<file path="config.mk">
export PLATFORM = sky130hd
export DESIGN_NAME = crc_checked_frame_receiver_unit
export DESIGN_NICKNAME = d
export VERILOG_FILES = /design/src/design/crcfr_pkg.sv /design/src/design/crcfr_front.sv /design/src/design/crcfr_queue.sv /design/src/design/crcfr_back.sv /design/src/design/crc_checked_frame_receiver_unit.sv
export VERILOG_INCLUDE_DIRS = /design/src /design/src/design
export SDC_FILE = /design/constraint.sdc
export NUM_CORES = 1
export LEC_CHECK = 0
export ABC_CLOCK_PERIOD_IN_PS = 5570
export BUFFER_PORTS_ARGS = -buffer_cell sky130_fd_sc_hd__buf_2
export CAP_MARGIN = 20
export CORE_MARGIN = 4
export CORE_UTILIZATION = 55
export CTS_BUF_LIST = sky130_fd_sc_hd__clkbuf_4 sky130_fd_sc_hd__clkbuf_8
export CTS_CLUSTER_DIAMETER = 50
export DETAILED_ROUTE_END_ITERATION = 6
export PLACE_DENSITY = 0.74
export SLEW_MARGIN = 20
export SYNTH_ARGS = -nofsm -noshare
export SYNTH_HDL_FRONTEND = slang
export SYNTH_SLANG_ARGS = --single-unit
</file>
<file path="constraint.sdc">
create_clock -name clk -period 5.57 [get_ports clk]
set_input_delay 0.557 -clock clk [delete_from_list [all_inputs] [get_ports clk]]
set_output_delay 0.557 -clock clk [all_outputs]
set_load 0.005 [all_outputs]
</file>
<file path="src/design/crc_checked_frame_receiver_unit_defines.svh">
// Assertion macros used by the frame receiver back end.
// No dependencies; pulled in by modules that carry assertions.
`ifndef CRC_CHECKED_FRAME_RECEIVER_UNIT_DEFINES_SVH
`define CRC_CHECKED_FRAME_RECEIVER_UNIT_DEFINES_SVH

// Same-cycle implication, disabled while reset is asserted.
`define CRCFR_ASSERT_NOW(label, clk, rst_n, ante, cons) \
    label: assert property (@(posedge clk) disable iff (!rst_n) (ante) |-> (cons)) \
        else $error("frame receiver check failed");

// Next-cycle implication, disabled while reset is asserted.
`define CRCFR_ASSERT_NEXT(label, clk, rst_n, ante, cons) \
    label: assert property (@(posedge clk) disable iff (!rst_n) (ante) |=> (cons)) \
        else $error("frame receiver check failed");

`endif

</file>
<file path="src/design/crcfr_pkg.sv">
// Shared types, codes and the CRC byte update for the frame receiver.
// No dependencies; used by every module of the block.
package crcfr_pkg;

    localparam int DATA_W      = 8;
    localparam int KIND_W      = 3;
    localparam int INDEX_W     = 9;
    localparam int STATUS_W    = 2;
    localparam int CRC_W       = 16;
    localparam int CFG_INDEX_W = 1;

    localparam int QUEUE_DEPTH_DEFAULT = 2;

    // byte kinds
    localparam logic [KIND_W-1:0] KIND_LENGTH   = 3'd0;
    localparam logic [KIND_W-1:0] KIND_COMMAND  = 3'd1;
    localparam logic [KIND_W-1:0] KIND_PAYLOAD  = 3'd2;
    localparam logic [KIND_W-1:0] KIND_CRC_HIGH = 3'd3;
    localparam logic [KIND_W-1:0] KIND_CRC_LOW  = 3'd4;
    localparam logic [KIND_W-1:0] KIND_ABORT    = 3'd5;

    // frame status
    localparam logic [STATUS_W-1:0] STATUS_OK      = 2'd0;
    localparam logic [STATUS_W-1:0] STATUS_CRC_ERR = 2'd1;
    localparam logic [STATUS_W-1:0] STATUS_SHORT   = 2'd2;
    localparam logic [STATUS_W-1:0] STATUS_ABORTED = 2'd3;

    // configuration register indexes
    localparam logic [CFG_INDEX_W-1:0] CFG_CRC_POLY = 1'd0;
    localparam logic [CFG_INDEX_W-1:0] CFG_DOWNLINK = 1'd1;

    localparam logic [CRC_W-1:0]  CRC_POLY_RESET = 16'h1021;
    localparam logic [DATA_W-1:0] DOWNLINK_RESET = 8'h00;
    localparam logic [CRC_W-1:0]  CRC_INIT       = 16'h0000;
    localparam logic [DATA_W-1:0] MIN_LENGTH     = 8'd3;

    // one classified byte on its way from front to back
    typedef struct packed {
        logic [DATA_W-1:0]   data;
        logic [KIND_W-1:0]   kind;
        logic [INDEX_W-1:0]  index;
        logic                last;
        logic [STATUS_W-1:0] status;
        logic                have_cmd;
    } crcfr_entry_t;

    // MSB-first CRC update over one byte
    function automatic logic [CRC_W-1:0] crc_byte(
        input logic [CRC_W-1:0]  crc_in,
        input logic [DATA_W-1:0] b,
        input logic [CRC_W-1:0]  poly
    );
        logic [CRC_W-1:0]  crc;
        logic [DATA_W-1:0] m;
        logic              top;
        crc = crc_in;
        m   = b;
        for (int k = 0; k < DATA_W; k++)
        begin
            top = m[DATA_W-1] ^ crc[CRC_W-1];
            crc = {crc[CRC_W-2:0], 1'b0};
            if (top)
            begin
                crc = crc ^ poly;
            end
            m = {m[DATA_W-2:0], 1'b0};
        end
        return crc;
    endfunction

endpackage

</file>
<file path="src/design/crcfr_front.sv">
// Front end: accepts received bytes, tracks frame position and classifies.
// Depends on crcfr_pkg.
module crcfr_front (
    input  logic                          clk,
    input  logic                          rst_n,
    input  logic                          in_valid,
    output logic                          in_stall,
    input  logic [crcfr_pkg::DATA_W-1:0]  rx_byte,
    input  logic                          abort_frame,
    input  logic                          queue_full,
    output logic                          push,
    output crcfr_pkg::crcfr_entry_t       push_entry
);

    localparam logic [crcfr_pkg::INDEX_W-1:0] POS_LENGTH  = 9'd2;
    localparam logic [crcfr_pkg::INDEX_W-1:0] POS_COMMAND = 9'd3;
    localparam logic [crcfr_pkg::INDEX_W-1:0] POS_PAYLOAD = 9'd4;

    logic [crcfr_pkg::INDEX_W-1:0] pos_reg, pos_next;
    logic [crcfr_pkg::DATA_W-1:0]  len_reg, len_next;
    logic [crcfr_pkg::INDEX_W-1:0] len_ext;
    logic                          accept;
    logic                          is_short;

    assign in_stall = queue_full;
    assign accept   = in_valid && !queue_full;
    assign len_ext  = {1'b0, len_reg};
    assign is_short = rx_byte < crcfr_pkg::MIN_LENGTH;

    always_comb
    begin
        pos_next            = pos_reg;
        len_next            = len_reg;
        push                = 1'b0;
        push_entry.data     = rx_byte;
        push_entry.kind     = crcfr_pkg::KIND_PAYLOAD;
        push_entry.index    = pos_reg;
        push_entry.last     = 1'b0;
        push_entry.status   = crcfr_pkg::STATUS_OK;
        push_entry.have_cmd = 1'b0;
        if (accept)
        begin
            if (abort_frame)
            begin
                // drop the partial frame; mark it only if bytes went out
                pos_next = '0;
                len_next = '0;
                if (pos_reg >= POS_COMMAND)
                begin
                    push                = 1'b1;
                    push_entry.data     = '0;
                    push_entry.kind     = crcfr_pkg::KIND_ABORT;
                    push_entry.last     = 1'b1;
                    push_entry.status   = crcfr_pkg::STATUS_ABORTED;
                    push_entry.have_cmd = pos_reg >= POS_PAYLOAD;
                end
            end
            else if (pos_reg < POS_LENGTH)
            begin
                pos_next = pos_reg + 9'd1;
            end
            else if (pos_reg == POS_LENGTH)
            begin
                push            = 1'b1;
                push_entry.kind = crcfr_pkg::KIND_LENGTH;
                if (is_short)
                begin
                    push_entry.last   = 1'b1;
                    push_entry.status = crcfr_pkg::STATUS_SHORT;
                    pos_next          = '0;
                    len_next          = '0;
                end
                else
                begin
                    len_next = rx_byte;
                    pos_next = POS_COMMAND;
                end
            end
            else if (pos_reg == POS_COMMAND)
            begin
                push            = 1'b1;
                push_entry.kind = crcfr_pkg::KIND_COMMAND;
                pos_next        = POS_PAYLOAD;
            end
            else if (pos_reg <= len_ext)
            begin
                push            = 1'b1;
                push_entry.kind = crcfr_pkg::KIND_PAYLOAD;
                pos_next        = pos_reg + 9'd1;
            end
            else if (pos_reg == len_ext + 9'd1)
            begin
                push            = 1'b1;
                push_entry.kind = crcfr_pkg::KIND_CRC_HIGH;
                pos_next        = pos_reg + 9'd1;
            end
            else
            begin
                push            = 1'b1;
                push_entry.kind = crcfr_pkg::KIND_CRC_LOW;
                push_entry.last = 1'b1;
                pos_next        = '0;
                len_next        = '0;
            end
        end
    end

    always_ff @(posedge clk or negedge rst_n)
    begin
        if (!rst_n)
        begin
            pos_reg <= '0;
            len_reg <= '0;
        end
        else
        begin
            pos_reg <= pos_next;
            len_reg <= len_next;
        end
    end

endmodule

</file>
<file path="src/design/crcfr_queue.sv">
// Short request queue between the front end and the back end.
// Depends on crcfr_pkg for the entry type.
module crcfr_queue #(
    parameter int DEPTH = crcfr_pkg::QUEUE_DEPTH_DEFAULT
) (
    input  logic                    clk,
    input  logic                    rst_n,
    input  logic                    push,
    input  crcfr_pkg::crcfr_entry_t push_entry,
    output logic                    full,
    input  logic                    pop,
    output logic                    pop_valid,
    output crcfr_pkg::crcfr_entry_t pop_entry
);

    localparam int PTR_W   = $clog2(DEPTH);
    localparam int COUNT_W = $clog2(DEPTH + 1);
    localparam logic [PTR_W-1:0]   LAST_PTR = PTR_W'(DEPTH - 1);
    localparam logic [COUNT_W-1:0] FULL_CNT = COUNT_W'(DEPTH);

    crcfr_pkg::crcfr_entry_t slot_reg [DEPTH];
    logic [PTR_W-1:0]   wr_ptr_reg, rd_ptr_reg;
    logic [COUNT_W-1:0] count_reg;
    logic               do_push, do_pop;

    assign full      = count_reg == FULL_CNT;
    assign pop_valid = count_reg != '0;
    assign pop_entry = slot_reg[rd_ptr_reg];
    assign do_push   = push && !full;
    assign do_pop    = pop && pop_valid;

    always_ff @(posedge clk)
    begin
        if (do_push)
        begin
            slot_reg[wr_ptr_reg] <= push_entry;
        end
    end

    always_ff @(posedge clk or negedge rst_n)
    begin
        if (!rst_n)
        begin
            wr_ptr_reg <= '0;
            rd_ptr_reg <= '0;
            count_reg  <= '0;
        end
        else
        begin
            if (do_push)
            begin
                wr_ptr_reg <= (wr_ptr_reg == LAST_PTR) ? '0 : wr_ptr_reg + PTR_W'(1);
            end
            if (do_pop)
            begin
                rd_ptr_reg <= (rd_ptr_reg == LAST_PTR) ? '0 : rd_ptr_reg + PTR_W'(1);
            end
            if (do_push && !do_pop)
            begin
                count_reg <= count_reg + COUNT_W'(1);
            end
            else if (do_pop && !do_push)
            begin
                count_reg <= count_reg - COUNT_W'(1);
            end
        end
    end

endmodule

</file>
<file path="src/design/crcfr_back.sv">
// Back end: runs the CRC, tracks the command and drives the result register.
// Depends on crcfr_pkg and the assertion macro header.
`include "crc_checked_frame_receiver_unit_defines.svh"

module crcfr_back (
    input  logic                            clk,
    input  logic                            rst_n,
    input  logic                            pop_valid,
    input  crcfr_pkg::crcfr_entry_t         pop_entry,
    output logic                            pop,
    input  logic [crcfr_pkg::CRC_W-1:0]     crc_poly,
    input  logic [crcfr_pkg::DATA_W-1:0]    downlink_code,
    output logic                            out_valid,
    input  logic                            out_stall,
    output logic [crcfr_pkg::DATA_W-1:0]    data_byte,
    output logic [crcfr_pkg::KIND_W-1:0]    byte_kind,
    output logic [crcfr_pkg::INDEX_W-1:0]   byte_index,
    output logic [crcfr_pkg::DATA_W-1:0]    frame_command,
    output logic                            last,
    output logic [crcfr_pkg::STATUS_W-1:0]  frame_status,
    output logic                            is_downlink
);

    logic [crcfr_pkg::CRC_W-1:0]    crc_reg, crc_next, crc_base, crc_upd;
    logic [crcfr_pkg::DATA_W-1:0]   cmd_reg, cmd_next;
    logic [crcfr_pkg::DATA_W-1:0]   crc_high_reg, crc_high_next;
    logic                           out_valid_reg, out_valid_next;
    logic [crcfr_pkg::DATA_W-1:0]   data_reg;
    logic [crcfr_pkg::KIND_W-1:0]   kind_reg;
    logic [crcfr_pkg::INDEX_W-1:0]  index_reg;
    logic [crcfr_pkg::DATA_W-1:0]   cmd_out_reg, cmd_out_next;
    logic                           last_reg;
    logic [crcfr_pkg::STATUS_W-1:0] status_reg, status_next;
    logic                           downlink_reg, downlink_next;

    assign pop = pop_valid && (!out_valid_reg || !out_stall);

    // the length byte restarts the CRC
    assign crc_base = (pop_entry.kind == crcfr_pkg::KIND_LENGTH) ? crcfr_pkg::CRC_INIT
                                                                 : crc_reg;
    assign crc_upd  = crcfr_pkg::crc_byte(crc_base, pop_entry.data, crc_poly);

    always_comb
    begin
        crc_next      = crc_reg;
        cmd_next      = cmd_reg;
        crc_high_next = crc_high_reg;
        cmd_out_next  = cmd_reg;
        status_next   = pop_entry.status;
        downlink_next = 1'b0;
        if (pop)
        begin
            unique case (pop_entry.kind)
                crcfr_pkg::KIND_LENGTH:
                begin
                    crc_next      = crc_upd;
                    cmd_next      = '0;
                    crc_high_next = '0;
                    cmd_out_next  = '0;
                end
                crcfr_pkg::KIND_COMMAND:
                begin
                    crc_next     = crc_upd;
                    cmd_next     = pop_entry.data;
                    cmd_out_next = pop_entry.data;
                end
                crcfr_pkg::KIND_PAYLOAD:
                begin
                    crc_next = crc_upd;
                end
                crcfr_pkg::KIND_CRC_HIGH:
                begin
                    crc_high_next = pop_entry.data;
                end
                crcfr_pkg::KIND_CRC_LOW:
                begin
                    status_next   = ({crc_high_reg, pop_entry.data} == crc_reg)
                                    ? crcfr_pkg::STATUS_OK : crcfr_pkg::STATUS_CRC_ERR;
                    downlink_next = cmd_reg == downlink_code;
                end
                default:
                begin
                    // abort marker: command only if it was received
                    cmd_out_next  = pop_entry.have_cmd ? cmd_reg : '0;
                    downlink_next = pop_entry.have_cmd && (cmd_reg == downlink_code);
                end
            endcase
        end
    end

    always_comb
    begin
        out_valid_next = out_valid_reg;
        if (pop)
        begin
            out_valid_next = 1'b1;
        end
        else if (!out_stall)
        begin
            out_valid_next = 1'b0;
        end
    end

    always_ff @(posedge clk or negedge rst_n)
    begin
        if (!rst_n)
        begin
            crc_reg       <= crcfr_pkg::CRC_INIT;
            cmd_reg       <= '0;
            crc_high_reg  <= '0;
            out_valid_reg <= 1'b0;
        end
        else
        begin
            crc_reg       <= crc_next;
            cmd_reg       <= cmd_next;
            crc_high_reg  <= crc_high_next;
            out_valid_reg <= out_valid_next;
        end
    end

    // result payload, loaded on each pop
    always_ff @(posedge clk)
    begin
        if (pop)
        begin
            data_reg     <= pop_entry.data;
            kind_reg     <= pop_entry.kind;
            index_reg    <= pop_entry.index;
            cmd_out_reg  <= cmd_out_next;
            last_reg     <= pop_entry.last;
            status_reg   <= status_next;
            downlink_reg <= downlink_next;
        end
    end

    assign out_valid     = out_valid_reg;
    assign data_byte     = data_reg;
    assign byte_kind     = kind_reg;
    assign byte_index    = index_reg;
    assign frame_command = cmd_out_reg;
    assign last          = last_reg;
    assign frame_status  = status_reg;
    assign is_downlink   = downlink_reg;

    `CRCFR_ASSERT_NOW(a_abort_is_final, clk, rst_n,
        out_valid_reg && (kind_reg == crcfr_pkg::KIND_ABORT),
        last_reg && (status_reg == crcfr_pkg::STATUS_ABORTED))
    `CRCFR_ASSERT_NOW(a_mid_frame_clean, clk, rst_n,
        out_valid_reg && !last_reg,
        (status_reg == crcfr_pkg::STATUS_OK) && !downlink_reg)
    `CRCFR_ASSERT_NOW(a_no_pop_when_held, clk, rst_n,
        out_valid_reg && out_stall, !pop)
    `CRCFR_ASSERT_NEXT(a_length_no_command, clk, rst_n,
        pop && (pop_entry.kind == crcfr_pkg::KIND_LENGTH),
        (cmd_out_reg == '0) && (cmd_reg == '0))

endmodule

</file>
<file path="src/design/crc_checked_frame_receiver_unit.sv">
// Top level of the CRC-checked frame receiver: config registers and wiring.
// Depends on crcfr_pkg, crcfr_front, crcfr_queue and crcfr_back.
//
// Usage:
//   Input channel (in_valid / in_stall) takes one received byte per request,
//   with abort_frame marking a receive timeout. Output channel
//   (out_valid / out_stall) gives at most one result per input request:
//   every byte from the length byte onward, tagged with kind and index, and
//   a final result with last, frame_status and is_downlink.
//   Config channel (cfg_valid / cfg_ready) writes the CRC polynomial
//   (index 0) and the downlink command code (index 1); cfg_ready is always
//   high. Write config only while the block is idle.
//   Path: an accepted byte is written into the queue, then popped into the
//   result register, where it is held while out_stall is high.
//   Throughput: one byte per cycle while out_stall is low; the CRC byte
//   update is a combinational XOR network in the back end.
//   Reset: the front end hunts for a new frame, the queue empties, the
//   polynomial returns to 0x1021 and the downlink code to 0.
//   Receiver stall: the result register holds, the queue fills behind it,
//   and in_stall rises once QUEUE_DEPTH results are waiting in the queue.
module crc_checked_frame_receiver_unit #(
    parameter int QUEUE_DEPTH = crcfr_pkg::QUEUE_DEPTH_DEFAULT
) (
    input  logic                                clk,
    input  logic                                rst_n,
    // input requests
    input  logic                                in_valid,
    output logic                                in_stall,
    input  logic [crcfr_pkg::DATA_W-1:0]        rx_byte,
    input  logic                                abort_frame,
    // result requests
    output logic                                out_valid,
    input  logic                                out_stall,
    output logic [crcfr_pkg::DATA_W-1:0]        data_byte,
    output logic [crcfr_pkg::KIND_W-1:0]        byte_kind,
    output logic [crcfr_pkg::INDEX_W-1:0]       byte_index,
    output logic [crcfr_pkg::DATA_W-1:0]        frame_command,
    output logic                                last,
    output logic [crcfr_pkg::STATUS_W-1:0]      frame_status,
    output logic                                is_downlink,
    // configuration writes
    input  logic                                cfg_valid,
    output logic                                cfg_ready,
    input  logic [crcfr_pkg::CFG_INDEX_W-1:0]   cfg_index,
    input  logic [crcfr_pkg::CRC_W-1:0]         cfg_data
);

    logic [crcfr_pkg::CRC_W-1:0]  crc_poly_reg;
    logic [crcfr_pkg::DATA_W-1:0] downlink_code_reg;

    logic                    push;
    crcfr_pkg::crcfr_entry_t push_entry;
    logic                    queue_full;
    logic                    pop;
    logic                    pop_valid;
    crcfr_pkg::crcfr_entry_t pop_entry;

    // Config writes are always accepted.
    assign cfg_ready = 1'b1;

    always_ff @(posedge clk or negedge rst_n)
    begin
        if (!rst_n)
        begin
            crc_poly_reg      <= crcfr_pkg::CRC_POLY_RESET;
            downlink_code_reg <= crcfr_pkg::DOWNLINK_RESET;
        end
        else if (cfg_valid && cfg_ready)
        begin
            unique case (cfg_index)
                crcfr_pkg::CFG_CRC_POLY: crc_poly_reg      <= cfg_data;
                crcfr_pkg::CFG_DOWNLINK: downlink_code_reg <= cfg_data[crcfr_pkg::DATA_W-1:0];
                default: ;
            endcase
        end
    end

    // Classify bytes by frame position.
    crcfr_front u_front (
        .clk         (clk),
        .rst_n       (rst_n),
        .in_valid    (in_valid),
        .in_stall    (in_stall),
        .rx_byte     (rx_byte),
        .abort_frame (abort_frame),
        .queue_full  (queue_full),
        .push        (push),
        .push_entry  (push_entry)
    );

    // Decouple the front end from output back-pressure.
    crcfr_queue #(
        .DEPTH (QUEUE_DEPTH)
    ) u_queue (
        .clk        (clk),
        .rst_n      (rst_n),
        .push       (push),
        .push_entry (push_entry),
        .full       (queue_full),
        .pop        (pop),
        .pop_valid  (pop_valid),
        .pop_entry  (pop_entry)
    );

    // Run the CRC, resolve command and verdict, drive results.
    crcfr_back u_back (
        .clk           (clk),
        .rst_n         (rst_n),
        .pop_valid     (pop_valid),
        .pop_entry     (pop_entry),
        .pop           (pop),
        .crc_poly      (crc_poly_reg),
        .downlink_code (downlink_code_reg),
        .out_valid     (out_valid),
        .out_stall     (out_stall),
        .data_byte     (data_byte),
        .byte_kind     (byte_kind),
        .byte_index    (byte_index),
        .frame_command (frame_command),
        .last          (last),
        .frame_status  (frame_status),
        .is_downlink   (is_downlink)
    );

endmodule

</file>
Word-level counts from Yosys, hierarchy flattened:

Memory sizes are Yosys's and may differ from the RTL's.
Index checks and enable logic that the tools add are counted.

* add/sub/neg operators: 6
* magnitude comparators: 5
* equal/unequal tests: 15
* mux-type cells: 62
* bitwise gates (word level): 17
* reduce and logical (&&, ||, !) cells: 27

Operator list (number)
* 16-bit two-way mux: 9
* 16-bit bitwise XOR: 8
* 8-bit two-way mux: 9
* 9-bit two-way mux: 6
* 8-bit case mux with 2 select lines: 2
* 3-bit two-way mux: 9
* 8-bit case mux with 3 select lines: 1
* 11-bit two-way mux: 2
* 9-bit by 2-bit equality test with 1-bit output, second input constant: 2
* 16-bit equality test: 1
* 1-bit two-way mux: 16
* 2-bit two-way mux: 5
* 2-bit AND reduction: 5
* 8-bit by 1-bit adder with 9-bit output, second input constant: 1
* 9-bit by 1-bit adder with 9-bit output, second input constant: 1
* 9-bit equality test: 1
* 9-bit by 2-bit greater-or-equal comparator with 1-bit output, second input constant: 1
* 9-bit by 3-bit greater-or-equal comparator with 1-bit output, second input constant: 1
* 9-bit by 8-bit <= comparator with 1-bit output: 1
* 9-bit by 2-bit < comparator with 1-bit output, second input constant: 1
* 3-bit by 2-bit inequality test with 1-bit output, second input constant: 3
* 8-bit equality test: 1
* 8-bit by 2-bit < comparator with 1-bit output, second input constant: 1
* 4-bit two-way mux: 2
* other kinds (20): 43

* flip-flop bits (word level): 110
* RAM bits: 48
* bits of input ports: 31
* output and inout bits: 35
* word-level logic and storage cells: 151
* memories kept: 1

Memory list
* u_queue.slot_reg: words 2, width 24, read ports 1, clocked after Yosys merged registers in 0, wr ports 1, line crcfr_queue.sv:21 `crcfr_pkg::crcfr_entry_t slot_reg [DEPTH];`

Depth between registers and ports, before layout:

An unclocked memory read counts as a cell.

* word-level depth: 19
* mapped depth: 18
* mapped depth without buffers: 16

Hierarchy:

From an unflattened synthesis, not the netlist that was laid out.

* cells, all modules: 935
* area, all modules: 9803.2 um^2

By module, submodules not included
* crcfr_back: instances 1, cells an instance 583, area each 5129.9 um^2, seq. area each 1786.7 um^2
* crcfr_queue: instances 1, cells an instance 94, area each 2034.5 um^2, seq. area each 1541.5 um^2
* crcfr_front: instances 1, cells an instance 204, area each 1679.1 um^2, seq. area each 425.4 um^2
* crc_checked_frame_receiver_unit: instances 1, cells an instance 54, area each 959.7 um^2, seq. area each 604.3 um^2

Worst setup path after synthesis:

Ideal clock, no wire load.

* path kind: reg2reg
* from: memory u_queue.slot_reg[1][13] (netlist bit)
* to: register u_back.crc_reg[3] (netlist bit)
* setup time: 0.125 ns
* arrival time: 4.459 ns
* data required time: 5.445 ns
* setup slack: 0.987 ns
* stages on the path, launching flop included: 16
* path buffers: 1
* period minus slack after synthesis: 4.583 ns
* cell sequence: edfxtp_1 > or4b_1 > buf_2 > a31oi_4 > a2111oi_1 > o21ba_1 > o31a_1 > o21a_1 > or4_1 > a31oi_2 > nor2_2 > a221o_1 > nor3_4 > o21a_1 > xor3_1 > mux2_2

* cells in the longest elaborated chain, start to end: 19
* elaborated cells between the ends (all ways): 31
* those cells by class: eq/ne (2); mux (9); bitwise (16); reduce/logical (3); memory (1)

RTL lines
* start, declared: line crcfr_queue.sv:21
* memory 2 x 24 bit *
* 3-bit zero test: line crcfr_back.sv:39, crcfr_back.sv:53
* 16-bit two-way mux: line crcfr_back.sv:39 `assign crc_base = (pop_entry.kind == crcfr_pkg::KIND_LENGTH) ? crcfr_pkg::CRC_INIT`
* 16-bit bitwise XOR / 1-bit bitwise XOR (equally long branches): line crcfr_pkg.sv:64, crcfr_pkg.sv:60
* 16-bit two-way mux: line crcfr_pkg.sv:62 `if (top)`
* 16-bit bitwise XOR / 1-bit bitwise XOR (equally long branches): line crcfr_pkg.sv:64, crcfr_pkg.sv:60
* 16-bit two-way mux: line crcfr_pkg.sv:62
* 16-bit bitwise XOR / 1-bit bitwise XOR (equally long branches): line crcfr_pkg.sv:64, crcfr_pkg.sv:60
* [... 3 more ...]
* 1-bit bitwise XOR / 16-bit bitwise XOR (equally long branches): line crcfr_pkg.sv:60, crcfr_pkg.sv:64
* 16-bit two-way mux: line crcfr_pkg.sv:62
* 16-bit bitwise XOR / 1-bit bitwise XOR (equally long branches): line crcfr_pkg.sv:64, crcfr_pkg.sv:60
* 16-bit two-way mux: line crcfr_pkg.sv:62
* 16-bit bitwise XOR / 1-bit bitwise XOR (equally long branches): line crcfr_pkg.sv:64, crcfr_pkg.sv:60
* 16-bit two-way mux: line crcfr_pkg.sv:62
* 16-bit bitwise XOR / 1-bit bitwise XOR (equally long branches): line crcfr_pkg.sv:64, crcfr_pkg.sv:60
* 16-bit two-way mux: line crcfr_pkg.sv:62
* end signal, assigned: line crcfr_back.sv:108 `crc_reg <= crcfr_pkg::CRC_INIT;`
* end signal, assigned: line crcfr_back.sv:115 `crc_reg <= crc_next;`
* end, declared: line crcfr_back.sv:24 `logic [crcfr_pkg::CRC_W-1:0] crc_reg, crc_next, crc_base, crc_upd;`

Mark *: on every way between the ends. The rest lies on a longest branch, timed or not.
A chain may end at the register's enable or synchronous reset.

Final worst setup path:

* from: register u_queue.rd_ptr_reg
* to: register u_back.crc_reg[10] (netlist bit)

* cells in the longest elaborated chain, start to end: 19
* elaborated cells between the ends (all ways): 31
* those cells by class: eq/ne (2); mux (9); bitwise (16); reduce/logical (3); memory (1)

RTL lines
* start, declared: line crcfr_queue.sv:22 `logic [PTR_W-1:0] wr_ptr_reg, rd_ptr_reg;`
* start signal, assigned: line crcfr_queue.sv:56 `rd_ptr_reg <= (rd_ptr_reg == LAST_PTR) ? '0 : rd_ptr_reg + PTR_W'(1);`
* memory 2 x 24 bit *
* 3-bit zero test: line crcfr_back.sv:39, crcfr_back.sv:53
* 16-bit two-way mux: line crcfr_back.sv:39
* 16-bit bitwise XOR / 1-bit bitwise XOR (equally long branches): line crcfr_pkg.sv:64, crcfr_pkg.sv:60
* 16-bit two-way mux: line crcfr_pkg.sv:62
* 16-bit bitwise XOR / 1-bit bitwise XOR (equally long branches): line crcfr_pkg.sv:64, crcfr_pkg.sv:60
* 16-bit two-way mux: line crcfr_pkg.sv:62
* 16-bit bitwise XOR / 1-bit bitwise XOR (equally long branches): line crcfr_pkg.sv:64, crcfr_pkg.sv:60
* [... 3 more ...]
* 16-bit bitwise XOR / 1-bit bitwise XOR (equally long branches): line crcfr_pkg.sv:64, crcfr_pkg.sv:60
* 16-bit two-way mux: line crcfr_pkg.sv:62
* 16-bit bitwise XOR / 1-bit bitwise XOR (equally long branches): line crcfr_pkg.sv:64, crcfr_pkg.sv:60
* 16-bit two-way mux: line crcfr_pkg.sv:62
* 16-bit bitwise XOR / 1-bit bitwise XOR (equally long branches): line crcfr_pkg.sv:64, crcfr_pkg.sv:60
* 16-bit two-way mux: line crcfr_pkg.sv:62
* 16-bit bitwise XOR / 1-bit bitwise XOR (equally long branches): line crcfr_pkg.sv:64, crcfr_pkg.sv:60
* 16-bit two-way mux: line crcfr_pkg.sv:62

Marks and branches as above.

==> flow_summary.toml <==
[yosys]
synth_cell_types = 76
synthTopCellsByArea = "edfxtp_1 (25%), dfrtp_1 (19%), xnor2_1 (6.6%), nand2_1 (5.8%), mux2_2 (4.5%)"
ys_warn_count = 0
synthFlopType = "edfxtp_1"
ys_top_cells_by_count = "nand2_1 (150), edfxtp_1 (80), dfrtp_1 (75)"
yosys_register_bits = 158
syn-cell-area_um2 = 9780
synth.largest_area_cell = "edfxtp_1"
synthCells = 980
synth_edf_count = 80
synthArstFlopShare_pct = 49.4
yosysMostFrequentCell = "nand2_1"
synth_top_area_share_pct = 24.6
synth_fp_nets = 1023
synth_area_per_cell_um2 = 9.98
ys_seq_area_share_pct = 44.5

[clock_network]
path_clk_slew_ns = 0.10
cts-root-buf = "clkbuf_8"
insertion_delay_ns = 0.45
tritoncts = "done"
cts_made_buffers = 17
cts_max_level = 4
clkSinkCount = 158
clockBufferDepth = 2

[grt]
grt_max_degree = 62
grt_pass1_wl_mm = 39.5
grt_overflow = 0
grtUsageTotal_pct = 24.9
antenna_found_initial = 0
grt_pass1_vias = 7406

[timing]
relSlewSlack_pct = 29.0
finalCritPeriodShare_pct = 93.7
slew_viol_final = 0
grt_setup_unrepaired = "no"
min_period_ns = 5.22
setup_slack_ns = 0.348
hold_viol = 0
tightest_slew_ns = 1.06
worst_hold_slack_ns = 0.315
max_freq_ghz = 0.192
finalSetupTns_ns = 0
skew_ns = 0.0153
setup_viol = 0

[route]
drc = 0
post_drt_wl_per_cell_um = 19.2
drtAntennaViolNets = 0
dr.pass1.iters = 5
vias = 7780
viasPerCell = 6.10
drt_iter0_markers = 905
totalWireLength_mm = 24.4

[worst_setup_path]
crit_fanout = 13
start_kind = "flip-flop"
cp-end-kind = "flip-flop"
crit_arrival_ns = 5.59
path_class = "reg -> reg"
required_ns = 5.94

[floorplanning]
ios = 66
rows = 48
core_um2 = 17400
die_h_um = 141
die_x_um = 141
die_area_um2 = 20000
start_util_pct = 56.4

[min_path]
hp-class = "in -> reg"

[finish]
syn_to_final_growth_pct = 10.7
layout-drive-gt1-share_pct = 18.4
num-fill-cells = 1447
n_antenna_cell = 0
nets = 1081
largest_reg_flops = 48

[placement]
dp_slack_ns = 0.377
port_buffers = 64
gp_congestion = 0.902
dp_hpwl_mm = 17.5

[run]
drv_cap = 0

[outcome]
outcome = "finished, final reports clean"
## critical path, stage by stage (launching register included)
cell      delay [ns]
dfrtp_2         0.54
or4_1           0.73
nand4_1         0.28
a21oi_1         0.14
o211a_1         0.27
o31a_1          0.37
o21a_1          0.25
o311ai_0        0.48
and4_1          0.31
nor2_2          0.07
o41ai_4         0.41
o21a_1          0.41
buf_4           0.22
o21a_1          0.12
xnor3_1         0.38
o21ai_1         0.13
## per-layer routing
layer	vias to the layer above	share of wire (%)	GRT usage, %
li1	3647	-	-
met1	3782	43	34.3
met2	302	48	40.7
met3	49	6.2	4.18
met4	0	2.7	7.37
met5	-	0	0
## cells in the final DEF, fill, tap and decap left out, drive strengths merged, types with 27 or more instances in the layout
cell and count:
buf 95, dfrtp 75, edfxtp 80, inv 41
mux2 39, nand2 150, nand3 27, nor2 59
o21ai 61, xnor2 74, xor2 37
## layout make-up
cell class	instances	area, um^2	share of cell area, %
multi-input combinational	729	5090	47.0
sequential	158	4360	40.3
timing repair buffer	96	566	5.22
tap	225	282	2.60
clock buffer	18	241	2.23
clock inverter	13	156	1.44
inverter	36	135	1.25
## cells by family (layout without fill, tap and decap cells)
group	Yosys count	count (layout)	synth area share, %
AO/OA/AOI/OAI	216	216	15.6
XOR/XNOR	124	124	12.9
adder cells (fa/ha/maj)	12	12	1.53
buffers and inverters	93	163	3.85
flip-flops	158	158	44.5
multiplexers	50	50	5.78
other	1	1	0.0383
AND/OR/NAND/NOR	326	326	15.7
## through the flow
stage	utilization, %	cells	area [um^2]
finish	62.4	1275	10800
global route	62.4	1275	10800
global placement	59.9	1243	10400
detailed placement	59.9	1243	10400
CTS	62.2	1275	10800
floorplan	-	980	9780
## timing repair
| action | CTS | global route |
|---|---|---|
| endpoints found under the hold margin | 16 | 0 |
| hold buffers | 1 | 0 |
| setup endpoints to repair | 0 | 15 |
| setup buffers | 0 | 0 |
| resized for setup | 0 | 2 |
## worst paths after layout
kind                                    start                  to  slack, ns  cells past startpoint
max in group asynchronous               rst_n  u_queue.rd_ptr_reg       3.94                      3
min                              cfg_data[14]    crc_poly_reg[14]       0.32                      3
min reg2reg                  u_back.out_valid    u_back.out_valid       0.52                      2
max                        u_queue.rd_ptr_reg  u_back.crc_reg[10]       0.35                     15
max reg2reg                u_queue.rd_ptr_reg  u_back.crc_reg[10]       0.35                     15
min in group asynchronous               rst_n  u_front.pos_reg[8]       0.51                      2
Power is left out: the tool's default activity adds up to more than one toggle a clock period on the data nets, which glitch-free logic cannot reach.
